===== src/rtl/core/trimmed_mean_adc_to_millivolts_defines.svh =====
// Assertion macros shared by the trimmed-mean ADC filter RTL.
`ifndef TRIMMED_MEAN_ADC_TO_MILLIVOLTS_DEFINES_SVH
`define TRIMMED_MEAN_ADC_TO_MILLIVOLTS_DEFINES_SVH

// The consequent must hold in the same cycle as the antecedent.
`define TMADC_ASSERT_IMPL(label, ante, cons, msg) \
  label: assert property (@(posedge clk_i) disable iff (!rst_ni) (ante) |-> (cons)) \
    else $error(msg);

// The consequent must hold in the cycle after the antecedent.
`define TMADC_ASSERT_NEXT(label, ante, cons, msg) \
  label: assert property (@(posedge clk_i) disable iff (!rst_ni) (ante) |=> (cons)) \
    else $error(msg);

`endif


===== src/rtl/core/tmadc_pkg.sv =====
// Types and constants of the trimmed-mean ADC filter.
package tmadc_pkg;

  localparam int SAMPLE_BITS = 12;
  localparam int WINDOW_LEN  = 9;
  localparam int SKIP_COUNT  = 3;
  localparam int POS_BITS    = 4;
  localparam int SUM_BITS    = SAMPLE_BITS + 3;
  localparam int MV_BITS     = 16;
  localparam int PROD_BITS   = SAMPLE_BITS + MV_BITS;
  localparam int EST_BITS    = PROD_BITS + 1;
  localparam int QUOT_BITS   = EST_BITS - SAMPLE_BITS;
  localparam int ADDR_BITS   = 3;
  localparam int DATA_BITS   = 32;

  typedef logic [SAMPLE_BITS-1:0] code_t;
  typedef logic [POS_BITS-1:0]    pos_t;
  typedef logic [SUM_BITS-1:0]    sum_t;
  typedef logic [MV_BITS-1:0]     mv_t;
  typedef logic [PROD_BITS-1:0]   prod_t;
  typedef logic [EST_BITS-1:0]    est_t;
  typedef logic [QUOT_BITS-1:0]   quot_t;

  localparam code_t CODE_MAX         = '1;
  localparam pos_t  LAST_POS         = pos_t'(WINDOW_LEN - 1);
  localparam pos_t  SKIP_POS         = pos_t'(SKIP_COUNT);
  localparam mv_t   FULL_SCALE_RESET = mv_t'(4800);

  typedef enum logic [ADDR_BITS-3:0] {
    REG_FULL_SCALE = 1'b0
  } reg_idx_e;

  typedef struct packed {
    logic  valid;
    code_t avg;
  } avg_stage_t;

endpackage


===== src/rtl/core/tmadc_window.sv =====
// Window accumulator: tracks max, min and sum of the kept samples and forms the average.
module tmadc_window (
  input  logic                   clk_i,
  input  logic                   rst_ni,
  input  logic                   in_valid_i,
  input  tmadc_pkg::code_t       sample_code_i,
  input  logic                   ready_i,
  output logic                   in_stall_o,
  output tmadc_pkg::avg_stage_t  stage_o,
  output tmadc_pkg::pos_t        pos_o
);
  import tmadc_pkg::*;

  pos_t  pos_q, pos_d;
  code_t max_q, max_d;
  code_t min_q, min_d;
  sum_t  sum_q, sum_d;
  logic  valid_q, valid_d;
  code_t avg_q;

  logic  rdy;
  logic  acc;
  logic  kept;
  logic  last;
  code_t max_n;
  code_t min_n;
  sum_t  sum_n;
  sum_t  rem;

  assign rdy        = !valid_q || ready_i;
  assign acc        = in_valid_i && rdy;
  assign in_stall_o = !rdy;

  always_comb begin
    kept  = (pos_q >= SKIP_POS) && (pos_q <= LAST_POS);
    last  = (pos_q == LAST_POS);
    max_n = (kept && (sample_code_i > max_q)) ? sample_code_i : max_q;
    min_n = (kept && (sample_code_i < min_q)) ? sample_code_i : min_q;
    sum_n = kept ? (sum_q + sum_t'(sample_code_i)) : sum_q;
    rem   = sum_n - sum_t'(max_n) - sum_t'(min_n);

    pos_d   = pos_q;
    max_d   = max_q;
    min_d   = min_q;
    sum_d   = sum_q;
    valid_d = valid_q;
    if (rdy) begin
      valid_d = acc && last;
    end
    if (acc) begin
      if (last || (pos_q > LAST_POS)) begin
        pos_d = '0;
        max_d = '0;
        min_d = CODE_MAX;
        sum_d = '0;
      end else begin
        pos_d = pos_q + pos_t'(1);
        max_d = max_n;
        min_d = min_n;
        sum_d = sum_n;
      end
    end
  end

  always_ff @(posedge clk_i or negedge rst_ni) begin
    if (!rst_ni) begin
      pos_q   <= '0;
      max_q   <= '0;
      min_q   <= CODE_MAX;
      sum_q   <= '0;
      valid_q <= 1'b0;
    end else begin
      pos_q   <= pos_d;
      max_q   <= max_d;
      min_q   <= min_d;
      sum_q   <= sum_d;
      valid_q <= valid_d;
    end
  end

  always_ff @(posedge clk_i) begin
    if (acc && last) begin
      avg_q <= code_t'(rem[SUM_BITS-1:2]);
    end
  end

  assign stage_o.valid = valid_q;
  assign stage_o.avg   = avg_q;
  assign pos_o         = pos_q;

endmodule


===== src/rtl/core/tmadc_scale.sv =====
// Millivolt scaling pipeline: multiply by full scale, divide by the full-scale code.
module tmadc_scale (
  input  logic                   clk_i,
  input  logic                   rst_ni,
  input  tmadc_pkg::avg_stage_t  stage_i,
  input  tmadc_pkg::mv_t         full_scale_mv_i,
  input  logic                   out_stall_i,
  output logic                   ready_o,
  output logic                   out_valid_o,
  output tmadc_pkg::code_t       average_code_o,
  output tmadc_pkg::mv_t         millivolts_o
);
  import tmadc_pkg::*;

  logic  v2_q, v3_q, vo_q;
  code_t avg2_q, avg3_q, avgo_q;
  prod_t prod_q, x3_q;
  quot_t q0_q;
  mv_t   mv_q;

  logic  rdy_o, rdy3, rdy2;
  est_t  est;
  est_t  back;
  est_t  rem;
  quot_t quot;

  assign rdy_o   = !vo_q || !out_stall_i;
  assign rdy3    = !v3_q || rdy_o;
  assign rdy2    = !v2_q || rdy3;
  assign ready_o = rdy2;

  always_comb begin
    est = est_t'(prod_q) + est_t'(prod_q >> SAMPLE_BITS)
        + est_t'(prod_q >> (2 * SAMPLE_BITS)) + est_t'(prod_q >> (3 * SAMPLE_BITS));
    back = (est_t'(q0_q) << SAMPLE_BITS) - est_t'(q0_q);
    rem  = est_t'(x3_q) - back;
    quot = (rem >= est_t'(CODE_MAX)) ? (q0_q + quot_t'(1)) : q0_q;
  end

  always_ff @(posedge clk_i or negedge rst_ni) begin
    if (!rst_ni) begin
      v2_q <= 1'b0;
      v3_q <= 1'b0;
      vo_q <= 1'b0;
    end else begin
      if (rdy2) begin
        v2_q <= stage_i.valid;
      end
      if (rdy3) begin
        v3_q <= v2_q;
      end
      if (rdy_o) begin
        vo_q <= v3_q;
      end
    end
  end

  always_ff @(posedge clk_i) begin
    if (rdy2 && stage_i.valid) begin
      avg2_q <= stage_i.avg;
      prod_q <= prod_t'(stage_i.avg) * prod_t'(full_scale_mv_i);
    end
    if (rdy3 && v2_q) begin
      avg3_q <= avg2_q;
      x3_q   <= prod_q;
      q0_q   <= est[EST_BITS-1:SAMPLE_BITS];
    end
    if (rdy_o && v3_q) begin
      avgo_q <= avg3_q;
      mv_q   <= mv_t'(quot);
    end
  end

  assign out_valid_o    = vo_q;
  assign average_code_o = avgo_q;
  assign millivolts_o   = mv_q;

endmodule


===== src/rtl/core/trimmed_mean_adc_to_millivolts.sv =====
// Trimmed-mean ADC filter top level with register port and checks.
// One sample is accepted per cycle while in_stall_o is low; every ninth sample closes a
// window and yields one item. The item passes through the accumulate stage, the multiplier
// stage and two division stages, any of which out_stall_i can hold.
// Reset clears the window state and the stage valids, and sets full_scale_mv to 4800.
`include "trimmed_mean_adc_to_millivolts_defines.svh"

module trimmed_mean_adc_to_millivolts (
  input  logic                                  clk_i,
  input  logic                                  rst_ni,
  input  logic                                  in_valid_i,
  output logic                                  in_stall_o,
  input  tmadc_pkg::code_t                      sample_code_i,
  output logic                                  out_valid_o,
  input  logic                                  out_stall_i,
  output tmadc_pkg::code_t                      average_code_o,
  output tmadc_pkg::mv_t                        millivolts_o,
  input  logic                                  psel,
  input  logic                                  penable,
  input  logic                                  pwrite,
  input  logic [tmadc_pkg::ADDR_BITS-1:0]       paddr,
  input  logic [tmadc_pkg::DATA_BITS-1:0]       pwdata,
  output logic [tmadc_pkg::DATA_BITS-1:0]       prdata,
  output logic                                  pready
);
  import tmadc_pkg::*;

  mv_t        fs_q, fs_d;
  reg_idx_e   reg_idx;
  logic       wr_en;
  avg_stage_t stage;
  pos_t       pos;
  logic       scale_ready;

  assign pready  = 1'b1;
  assign reg_idx = reg_idx_e'(paddr[ADDR_BITS-1:2]);
  assign wr_en   = psel && penable && pwrite && pready;

  always_comb begin
    fs_d = fs_q;
    if (wr_en) begin
      case (reg_idx)
        REG_FULL_SCALE: fs_d = mv_t'(pwdata);
        default:        fs_d = fs_q;
      endcase
    end
  end

  always_comb begin
    case (reg_idx)
      REG_FULL_SCALE: prdata = DATA_BITS'(fs_q);
      default:        prdata = '0;
    endcase
  end

  always_ff @(posedge clk_i or negedge rst_ni) begin
    if (!rst_ni) begin
      fs_q <= FULL_SCALE_RESET;
    end else begin
      fs_q <= fs_d;
    end
  end

  tmadc_window u_window (
    .clk_i         (clk_i),
    .rst_ni        (rst_ni),
    .in_valid_i    (in_valid_i),
    .sample_code_i (sample_code_i),
    .ready_i       (scale_ready),
    .in_stall_o    (in_stall_o),
    .stage_o       (stage),
    .pos_o         (pos)
  );

  tmadc_scale u_scale (
    .clk_i           (clk_i),
    .rst_ni          (rst_ni),
    .stage_i         (stage),
    .full_scale_mv_i (fs_q),
    .out_stall_i     (out_stall_i),
    .ready_o         (scale_ready),
    .out_valid_o     (out_valid_o),
    .average_code_o  (average_code_o),
    .millivolts_o    (millivolts_o)
  );

  `TMADC_ASSERT_IMPL(a_pos_range, 1'b1, pos <= LAST_POS, "window position out of range")
  `TMADC_ASSERT_IMPL(a_stall_full, in_stall_o, out_valid_o && stage.valid, "stall without full pipe")
  `TMADC_ASSERT_IMPL(a_mv_bound, out_valid_o, millivolts_o <= fs_q, "millivolts above full scale")
  `TMADC_ASSERT_NEXT(a_close_window, in_valid_i && !in_stall_o && pos == LAST_POS, stage.valid,
                     "closed window produced no average")

endmodule

===== config.mk =====
export PLATFORM = sky130hd
export DESIGN_NAME = trimmed_mean_adc_to_millivolts
export DESIGN_NICKNAME = d
export VERILOG_FILES = /design/src/rtl/core/tmadc_pkg.sv /design/src/rtl/core/tmadc_window.sv /design/src/rtl/core/tmadc_scale.sv /design/src/rtl/core/trimmed_mean_adc_to_millivolts.sv
export VERILOG_INCLUDE_DIRS = /design/src /design/src/rtl/core
export SDC_FILE = /design/constraint.sdc
export NUM_CORES = 1
export LEC_CHECK = 0
export BUFFER_PORTS_ARGS = -buffer_cell sky130_fd_sc_hd__buf_4
export CAP_MARGIN = 15
export CORE_MARGIN = 10
export CORE_UTILIZATION = 55
export CTS_BUF_LIST = sky130_fd_sc_hd__clkbuf_8
export DETAILED_ROUTE_END_ITERATION = 7
export GPL_TIMING_DRIVEN = 0
export PLACE_DENSITY_LB_ADDON = 0.15
export RECOVER_POWER = 50
export SLEW_MARGIN = 30
export SYNTH_ARGS = -nofsm -noshare
export SYNTH_HDL_FRONTEND = slang
export SYNTH_SLANG_ARGS = --single-unit

===== constraint.sdc =====
create_clock -name clk_i -period 8.1 [get_ports clk_i]
set_input_delay 1.62 -clock clk_i [delete_from_list [all_inputs] [get_ports clk_i]]
set_output_delay 1.62 -clock clk_i [all_outputs]
set_load 0.03 [all_outputs]

Yosys cells after proc, flatten, opt, wreduce, memory -nomap -nowiden
Cells that the tools add are included.
- bits in registers: 200
- bits in latches: 0
- memory bits (writable): 0
- bits in read-only memories: 0
- logic and storage cells: 66
- memories: 0
- add/sub/neg operators: 9
- multiply operators: 1
- divide/modulo/power cells: 0
- $lt $le $gt $ge: 6
- equality and inequality tests: 1
- shifts and indexed selects: 0
- muxes and demuxes: 9
- bitwise operators: 1
- reductions and logical operators: 22
- operator list (operator ; number):
    $mux W12 ; 4
    $mux W16 ; 2
    $mux W15 ; 2
    $add A28 B16 Y29 ; 1
    $add A29 B4 Y29 ; 1
    $ge A29 B12 Y1 const B ; 1
    $sub A28 B29 Y29 ; 1
    $sub A29 B17 Y29 ; 1
    $mul A12 B16 Y28 ; 1
    $sub A14 B12 Y14 ; 2
    $add A16 B1 Y16 const B ; 1
    $add A15 B12 Y15 ; 1
    $gt A12 B12 Y1 ; 1
    $lt A12 B12 Y1 ; 1
    $logic_and A1 B1 Y1 ; 10
    $logic_not A1 Y1 ; 6
    $logic_or A1 B1 Y1 ; 5
    $add A4 B1 Y4 const B ; 1
    $eq A4 B4 Y1 const B ; 1
    $ge A4 B2 Y1 const B ; 1
    $gt A4 B4 Y1 const B ; 1
    $le A4 B4 Y1 const B ; 1
    $mux W4 ; 1
    $reduce_and A2 Y1 ; 1
    $not A1 Y1 ; 1

Depth between registers and ports, before layout
- depth after elaboration: 7
- gate-level depth with buffers: 26
- gate-level depth less buffers: 25

Hierarchy
A second synthesis with hierarchy kept.
- cell total of the unflattened synthesis: 1932
- area total of the unflattened synthesis: 19189.7 sq um
- modules (own cells, without submodules) (module ; times used ; cells an instance ; area an instance (sq um)):
    tmadc_scale ; 1 ; 1348 ; 13440.4
    tmadc_window ; 1 ; 514 ; 4844.6
    trimmed_mean_adc_to_millivolts ; 1 ; 70 ; 904.6

Least setup slack after synthesis
Ideal clock, no wire load.
- kind: in2reg
- start: input port sample_code_i[1]
- end: register u_window.avg_q[10], data pin
- setup time: 0.258 ns
- data arrival time: 6.330 ns
- slack: 1.512 ns
- stages on the path: 21
- buffers on the path: 1
- cells stage by stage: ha_1 -> a21o_1 -> a21o_1 -> a21o_1 -> a21o_1 -> a21o_1 -> a211o_1 -> a21oi_1 -> buf_2 -> mux2i_1 -> fa_1 -> ha_1 -> or2_2 -> a21oi_1 -> a311oi_1 -> o21a_1 -> or2_2 -> and2_1 -> or2_2 -> a21oi_1 -> xnor2_1
- word-level cells in the longest chain between the ends: 5
- elaborated cells between the ends (all ways): 10
- classes of those cells: add/sub (3); order compare (2); mux (3); reduce/logical (2)
- ends and longest elaborated chain (what ; line ; source):
    from (decl) ; trimmed_mean_adc_to_millivolts.sv:13 ; input tmadc_pkg::code_t sample_code_i,
    $gt A12 B12 Y1 ; tmadc_window.sv:37 ; max_n = (kept && (sample_code_i > max_q)) ? sample_code_i : max_q;
    $logic_and A1 B1 Y1 ; tmadc_window.sv:37 ;
    $mux W12 ; tmadc_window.sv:37 ;
    $sub A14 B12 Y14 ; tmadc_window.sv:40 ; rem = sum_n - sum_t'(max_n) - sum_t'(min_n);
    $sub A14 B12 Y14 * ; tmadc_window.sv:40 ;
    via u_window.rem[12] ; tmadc_window.sv:28 ; sum_t rem;
    to (signal assigned) ; tmadc_window.sv:83 ; avg_q <= code_t'(rem[SUM_BITS-1:2]);
    to (decl) ; tmadc_window.sv:19 ; code_t avg_q;
The timed path passes the listed nets; every way through them passes the cells marked *.
A chain may end at the register's enable or synchronous reset.

Worst setup path after layout
- start: register u_window.avg_q[8]
- end: register u_scale.prod_q[26], data pin
- word-level cells in the longest chain between the ends: 1
- ends and longest elaborated chain (what ; line ; source):
    $mul A12 B16 Y28 ; tmadc_scale.sv:61 ; prod_q <= prod_t'(stage_i.avg) * prod_t'(full_scale_mv_i);
    to (signal assigned) ; tmadc_scale.sv:61 ;
    to (decl) ; tmadc_scale.sv:17 ; prod_t prod_q, x3_q;
No other way between the ends.

==> impl_metrics.json <==
{
  "outcome": "complete, but fails checks",
  "failed_checks": "capacitance limit, slew limit",
  "drc_errors": 0,
  "grt_start_max_net_pins": 63,
  "synth_warnings": 0,
  "postCtsSetupBuffers": 0,
  "setup.worst_path.end_class": "flop",
  "timing.hold.worst.class": "reg2reg",
  "initial_utilization_pct": 56.2,
  "antenna_violations_before_repair": 0,
  "synth-edff-count": 137,
  "yosysSeqAreaShare_pct": 31.0,
  "number_of_buffers_inserted_during_clock_tree_synthesis": 17,
  "viasPerCell": 5.60,
  "nNetsFinal": 2358,
  "fp.dieH_um": 203,
  "post-route-worst-setup-slack_ns": 0.788,
  "place_congestion": 0.898,
  "ys_async_sr_fraction_pct": 31.2,
  "timing_hold_violations_final": 0,
  "timing.final.crit_period_ns": 7.31,
  "fillers": 2798,
  "max_clock_freq_mhz": 137,
  "placement.io_buffers": 81,
  "grt_util_all_layers_pct": 21.3,
  "report.final.setup_viol": 0,
  "cts_resized": 0,
  "min_period_over_period_pct": 90.3,
  "synthCells": 1830,
  "hpwl_um": 34900,
  "mostFrequentLayoutCell": "inv_1",
  "max_slew.worst_pin.slew_ns": 3.65,
  "grt_setup_unrepaired": "no",
  "tritoncts_num_sinks": 199,
  "grt_first_pass_wirelength_um": 70500,
  "critPathMaxFanout": 10,
  "tritoncts": "yes",
  "final.setup.tns_ns": 0,
  "cp_data_arrival_time_ns": 7.56,
  "grt_pass1_vias": 13668,
  "finalMaxSlewViolations": 109,
  "cts.hold.buffers_added": 0,
  "die_area_um2": 41100,
  "cts_buffer_depth": 2,
  "timing.max_cap.violations": 3,
  "depth_of_the_cts_h_tree": 4,
  "clkTransAtPathRegs_ns": 0.11,
  "design.portCount": 117,
  "synth.distinct_cells": 76,
  "post_dp_cell_area_um2": 19700,
  "area_delta_synth_final_pct": 8.88,
  "die_x_um": 203,
  "drt_wl_total_um": 43400,
  "post_route_cells_drive_above_1_share_pct": 9.73,
  "crit_type": "reg2reg",
  "finish.utilization_pct": 61.1,
  "post-place-ws_ns": 0.629,
  "synth_flop_cell": "edfxtp_1",
  "clock-root-buffer": "clkbuf_8",
  "post_drt_wl_per_cell_um": 18.1,
  "placementRows": 66,
  "detailed_route_via_count": 13467,
  "post_synth.cell_area_avg_um2": 10.0,
  "globalRouteOverflowTotal": 0,
  "final.setup_skew_ns": 0.0229,
  "mappedNetlistArea_um2": 18400,
  "core_area_um2": 32700,
  "timing.critical_path.required_ns": 8.34,
  "stdcell_area_um2": 20000,
  "clkLatencyLatePin_ns": 0.51,
  "route.antenna.remaining_nets": 0,
  "drt_pass1_iterations": 6,
  "final_cell_mix": "297 x inv_1, 195 x ha_1, 184 x nand2_1, 160 x fa_1, 137 x edfxtp_1",
  "synth-seq-cells": 199,
  "max_transition_margin_pct": -143,
  "start_kind": "flop",
  "diodes": 0,
  "drt_iter0_drc": 893
}
sequential cells by signal (all words and copies together) (netlist names), 14 cells and up:
register              cells
fs_q                     16
u_scale.millivolts_o     16
u_scale.prod_q           28
u_scale.q0_q             17
u_scale.x3_q             28
u_window.sum_q           14
cells by family (layout without fill, tap and decap cells):
logic type	count (synthesis)	in the layout	synth area share, %
and+or+nand+nor	495	495	13.2
muxes	42	42	2.45
AOI/OAI and AO/OA	291	291	11.0
buffers and inverters	370	487	7.98
adders and majority gates	355	355	30.7
DFF	199	199	31.0
other	2	17	0.0409
xor gates and xnor gates	76	76	3.62
through the flow:
| step | hold WS (ns) | instances |
|---|---|---|
| after floorplan | 0.400 | 1845 |
| after global placement | 0.400 | 2368 |
| after detailed placement | 0.405 | 2372 |
| after CTS | 0.416 | 2404 |
| after global routing | 0.430 | 2404 |
| final | 0.426 | 2404 |
layout make-up:
type	instances	area [um2]	area share, %
multi-input cells	1276	11300	56.4
clock inverters	15	150	0.751
well taps	442	553	2.77
plain buffers	74	355	1.78
inverters	296	1110	5.56
flip-flops and latches	199	5690	28.4
repair buffers	85	636	3.18
clock buffers	17	234	1.17
cells in the mapped netlist (8+ instances only):
| master | count | area (um2) |
|---|---|---|
| o21bai_1 | 9 | 67.6 |
| nand2_1 | 184 | 691 |
| a22oi_1 | 10 | 75.1 |
| mux2i_1 | 18 | 180 |
| nand4_1 | 20 | 125 |
| xor2_1 | 20 | 175 |
| or3_1 | 8 | 50.1 |
| nor2b_1 | 36 | 225 |
| and2_1 | 77 | 482 |
| nand3_1 | 26 | 130 |
| dfrtp_1 | 46 | 1150 |
| nor3_1 | 30 | 150 |
| dfstp_2 | 16 | 420 |
| mux2_2 | 23 | 259 |
| a21oi_1 | 61 | 305 |
| a21o_1 | 30 | 225 |
| nor2_1 | 67 | 251 |
| a2111oi_0 | 8 | 70.1 |
| a22o_1 | 13 | 114 |
| clkbuf_1 | 52 | 195 |
| fa_1 | 160 | 3200 |
| a211oi_1 | 9 | 67.6 |
| and3_1 | 13 | 81.3 |
| edfxtp_1 | 137 | 4110 |
| nand2b_1 | 11 | 68.8 |
| o21a_1 | 11 | 82.6 |
| o21ai_0 | 55 | 275 |
| inv_1 | 295 | 1110 |
| o22ai_1 | 16 | 100 |
| xnor2_1 | 56 | 490 |
| ha_1 | 195 | 2440 |
| buf_4 | 18 | 135 |
routing by layer:
layer,global-route usage (%),up-vias,routed length (um)
li1,-,6368,-
met1,27.6,6649,18700
met2,35.5,374,21100
met3,3.57,76,2420
met4,7.67,0,1170
met5,0,-,0
worst max-delay path, cell delays in order (launching register included):
cell	delay [ns]
edfxtp_1	0.72
clkbuf_1	0.50
nand2_1	0.16
fa_1	0.47
fa_1	0.54
inv_1	0.05
fa_1	0.48
fa_1	0.54
inv_1	0.05
fa_1	0.53
inv_1	0.04
ha_1	0.35
a21o_1	0.21
a21o_1	0.17
a21oi_1	0.31
inv_1	0.07
a2111oi_0	0.83
o311ai_0	0.35
a21oi_1	0.27
o21ai_0	0.11
a21oi_1	0.19
xnor2_1	0.12
final timing paths:
path	from	to	slack, ns	depth (start not counted)
max	u_window.avg_q[8]$_DFFE_PP_	u_scale.prod_q[26]$_DFFE_PP_	0.79	21
min	u_scale.avg2_q[8]$_DFFE_PP_	u_scale.avg3_q[8]$_DFFE_PP_	0.43	0
max reg2reg	u_window.avg_q[8]$_DFFE_PP_	u_scale.prod_q[26]$_DFFE_PP_	0.79	21
min reg2reg	u_scale.avg2_q[8]$_DFFE_PP_	u_scale.avg3_q[8]$_DFFE_PP_	0.43	0
max in group asynchronous	rst_ni	u_window.pos_o[1]$_DFFE_PN0P_	3.70	1
min in group asynchronous	rst_ni	fs_q[8]$_DFFE_PN0P_	2.34	1
Power is not shown: default switching activity piles up to over one toggle a cycle in this logic, so the estimate is an artifact.
